`src/srit_pkg.sv`:
```
package srit_pkg;

   // Item kinds on the request channel.
   localparam logic KIND_INSERT = 1'b0;
   localparam logic KIND_READ   = 1'b1;

   // Ordering key selected by the configuration register.
   localparam logic KEY_MOVES  = 1'b0;
   localparam logic KEY_FINISH = 1'b1;

   typedef struct packed {
      logic        kind;
      logic [31:0] moves;
      logic [31:0] finish_ms;
      logic [7:0]  level;
      logic [5:0]  read_index;
   } req_type;

   typedef struct packed {
      logic [5:0]  slot;
      logic [6:0]  count;
      logic        dropped;
      logic        valid_res;
      logic [31:0] out_moves;
      logic [31:0] out_finish_ms;
      logic [7:0]  out_level;
   } rsp_type;

   // One stored record as it sits in a table word.
   typedef struct packed {
      logic [31:0] moves;
      logic [31:0] finish_ms;
      logic [7:0]  level;
   } rec_type;

endpackage

```
`src/srit_cmp.sv`:
```
module srit_cmp (
   input  logic             sort_by,
   input  srit_pkg::rec_type held_rec,
   input  srit_pkg::rec_type new_rec,
   output logic             held_lt
);
   import srit_pkg::*;

   logic [31:0] held_key;
   logic [31:0] new_key;

   // The one key comparator; every step of the search goes through it.
   always_comb begin
      if (sort_by == KEY_FINISH) begin
         held_key = held_rec.finish_ms;
         new_key  = new_rec.finish_ms;
      end else begin
         held_key = held_rec.moves;
         new_key  = new_rec.moves;
      end
      held_lt = held_key < new_key;
   end

endmodule

```
`config.mk`:
```
export PLATFORM = sky130hd
export DESIGN_NAME = srit_cmp
export DESIGN_NICKNAME = d
export VERILOG_FILES = /design/src/srit_pkg.sv /design/src/srit_cmp.sv
export SDC_FILE = /design/constraint.sdc
export NUM_CORES = 1
export LEC_CHECK = 0
export BUFFER_PORTS_ARGS = -buffer_cell sky130_fd_sc_hd__buf_4
export CELL_PAD_IN_SITES_DETAIL_PLACEMENT = 1
export CELL_PAD_IN_SITES_GLOBAL_PLACEMENT = 1
export CORE_UTILIZATION = 24
export DETAILED_ROUTE_END_ITERATION = 6
export PLACE_DENSITY_LB_ADDON = 0.1
export SETUP_SLACK_MARGIN = 0.1
export SYNTH_ARGS = -nofsm -noshare
export SYNTH_HDL_FRONTEND = slang
export SYNTH_SLANG_ARGS = --single-unit
```
`constraint.sdc`:
```
create_clock -name vclk -period 3.3
set_input_delay 0.66 -clock vclk [all_inputs]
set_output_delay 0.66 -clock vclk [all_outputs]
set_load 0.01 [all_outputs]
```
# After elaboration in Yosys (flattened, before gate mapping)
# Index checks and enable logic that the tools add are counted.
# word_totals
ff_bits	0
latchBits	0
ram_bits	0
romBits	0
input_bits	145
output_inout_bits	1
word_cells	3
mem_count	0
# classes
n_addsub	0
multipliers	0
n_div	0
order_cmp	1
eq_ne	0
n_shift	0
n_mux	2
bitwise	0
n_reduce_logical	0
# ops
operator	n
$mux 32	2
$lt 32x32->1	1

# Depth between registers and ports, before layout
# depth
ltp_word	2
mapped_depth	9
mapped_depth_nobuf	7

# Worst setup path after synthesis
# OpenSTA, ideal clock, no wires.
# synth_path
kind	input port to output port
from	input sort_by
to	output held_lt
arrival_ps	2569
t_required_ps	2640
setup_slack_ps	71
stages	9
path_buffers	2
path_cell_list	buf_4 buf_2 mux2_2 ha_1 a21oi_1 o21ai_0 a221oi_1 nand4_1 a31oi_1
# synth_via
elab_chain_cells	2
elab_cells_between_ends	3
cone_classes	order compare: 1; mux: 2
# synth_lines
element	line	text
from (decl)	srit_cmp.sv:2	input logic sort_by,
$mux 32	srit_cmp.sv:14	if (sort_by == KEY_FINISH) begin
$lt 32x32->1 (*)	srit_cmp.sv:21	held_lt = held_key < new_key;
to (decl)	srit_cmp.sv:5	output logic held_lt
# Mark *: on every way between the ends. The rest lies on a longest branch, timed or not.

# Final worst setup path
# Ends and elaborated chain as after synthesis.

==> reports/qor.txt <==
NetSw: 0.154 mW
Layout clock buffers: 0
Slew HR: 82.0%
Final Cycle Share: 98.2%
I/O Buffers: 130
Combinational Power Share: 100.0%
Number of antenna cells inserted: 0
Initial core utilization: 24.8%
Hold Violations, Final: 0
Total core area: 5510 um^2
First-pass GRT wire length: 8560 um
Max Slew Vio Count: 0
YS warnings: 0
Hold WS: 1.97 ns
DP Cell Count: 363
Mapped Area: 1360 um^2
Seq Cell Count: 0
Core Rows: 27
Synth Instances: 151
GR Overflow Total: 0
Worst path slowest cell: mux2_4
CTS hold repair buffers: 0
Static leakage: 1.48 nW
Initial antenna violation count: 0
Peak Freq: 0.309 GHz
Post-Syn Nets: 327
Die height: 77.4 um
RSZ-0062 raised after global routing: yes
Io pins: 146
DP HPWL: 4080 um
Vias in the first global route: 1,911
Int Pwr: 0.272 mW
Die area: 5990 um^2
DR pass1 iterations: 2
Area added between synthesis and finish: 116%
CP Data Arrival Time: 2.58 ns
CP Launch Type: input port
Syn Area/Cell: 9.03 um^2
Status: completed
Final setup vio count: 0
PD cells: 145 nW/um^2
Layout cells sized above 1: 71.5%
Storage element area: 0 um^2
Critical path type: in -> out
Sequential Power Share: 0%
Worst-path fanout max: 7
Worst Path Required: 2.64 ns
DRC: 0
Die X: 77.4 um
Critical Path Max Stage Delay: 0.32 ns
DR WL/cell: 14.1 um
Delay-heaviest family, CP: buffers and inverters
Clock Power Share: 0%
DR vias: 1,782
1st-iter DRT viols: 8
Sw frac: 36.2%
Nets: 480
Register area share after synthesis: 0%
Maxcap violations: 0
Stages on worst setup path: 11
CP cell instances: buf_12, buf_12, buf_8, mux2_4, ha_4, and4_4, a221oi_2, buf_4, nand4_1, a31oi_2, buf_4
Buf+Inv Stages, Crit Path: 5
Unique masters post-synth: 20
VDD IR max: 0.0601 mV
Worst-margin pin slew: 0.263 ns
Period minus WS final: 3.24 ns
Post-route ant nets: 0
GRT Overall Usage: 17.5%
Hold WC Path Type: in -> out
WL final: 5260 um
Worst Setup EP: held_lt
Fin Setup TNS: 0 ns
Final cell count without fillers: 374
Worst setup EP type: output port
Largest net degree at the start of global routing: 13
Vias/cell: 4.76
Gpl congestion: 0.662
Worst setup startpoint: sort_by
metrics by stage:
step | total power, mW | util [%] | instance area [um^2] | setup slack (ns)
after floorplan | 0.166 | - | 1370 | 0.120
after global placement | 0.339 | 46.3 | 2550 | -0.140
after detailed placement | 0.346 | 46.3 | 2550 | -0.134
after CTS | 0.420 | 53.0 | 2920 | 0.0302
after global routing | 0.468 | 53.4 | 2940 | -0.0783
final | 0.426 | 53.4 | 2940 | 0.0597
Yosys cell counts (2+ instances only):
cell type	number	share of area [%]
ha_1	31	28
mux2_2	31	26
mux2i_1	31	23
a21oi_1	11	4.0
nand2_1	11	3.0
buf_2	6	2.2
a21o_1	4	2.2
nand4_1	4	1.8
nor2_1	4	1.1
o21ai_0	4	1.5
nand3_1	3	1.1
a221oi_1	2	1.3
and4_1	2	1.3
timing repair:
action / CTS / global route
buffers inserted: 10 / 0
endpoints found under the setup margin: 1 / 1
gates cloned: 1 / 0
pin swaps: 10 / 3
gates resized for setup: 44 / 4
how the worst min path moves through the flow:
stage                             from      end  slack, ns  cells past startpoint
after floorplan           held_rec[71]  held_lt       1.74                      5
after global placement    held_rec[71]  held_lt       1.97                      7
after detailed placement  held_rec[39]  held_lt       1.98                      7
after CTS                 held_rec[39]  held_lt       1.98                      7
after global routing      held_rec[39]  held_lt       2.00                      7
final                     held_rec[39]  held_lt       1.97                      7
cells by family after synthesis:
kind of cell / after synthesis / share of synthesized area (%)
buffers and inverters: 7 / 2.75
AO/OA/AOI/OAI: 24 / 10.6
adder cells (fa/ha/maj): 31 / 28.4
AND/OR/NAND/NOR: 27 / 9.82
multiplexers: 62 / 48.3
final cells by class:
type / instances / area, um^2
timing repair buffer: 158 / 1270
tap: 72 / 90.1
fill: 622 / 2570
multi-input combinational: 144 / 1580
layer usage:
metal	part of all wire (%)	track usage, %
met5	0	0
met4	0.80	1.51
met3	7.3	2.47
met1	39	19.2
met2	53	36.1
worst min-delay path: stages:
cell	delay [ns]
buf_4	0.07
mux2_2	0.13
ha_1	0.13
a21oi_1	0.04
o21ai_0	0.08
a31oi_2	0.05
buf_4	0.14
placed cells by master, fill, tap and decap left out, types with 2 or more instances in the layout:
cell	n
nand4_1	4
a221oi_2	2
mux2i_1	23
a21o_1	4
ha_1	21
mux2i_2	3
buf_6	4
a21oi_2	3
nor2_1	4
o21ai_0	2
buf_12	3
mux2_2	27
nand2_1	10
a21oi_1	8
mux2i_4	5
mux2_4	4
buf_4	149
nand3_1	3
ha_4	10
power by group through the flow:
stage / Clock [mW] / Combinational (mW) / Sequential [mW]
2_1_floorplan: 0 / 0.166 / 0
3_5_place_dp: 0 / 0.346 / 0
3_3_place_gp: 0 / 0.339 / 0
6_report: 0 / 0.426 / 0
4_1_cts: 0 / 0.420 / 0
5_1_grt: 0 / 0.468 / 0
(Power assumes the default switching activity.)
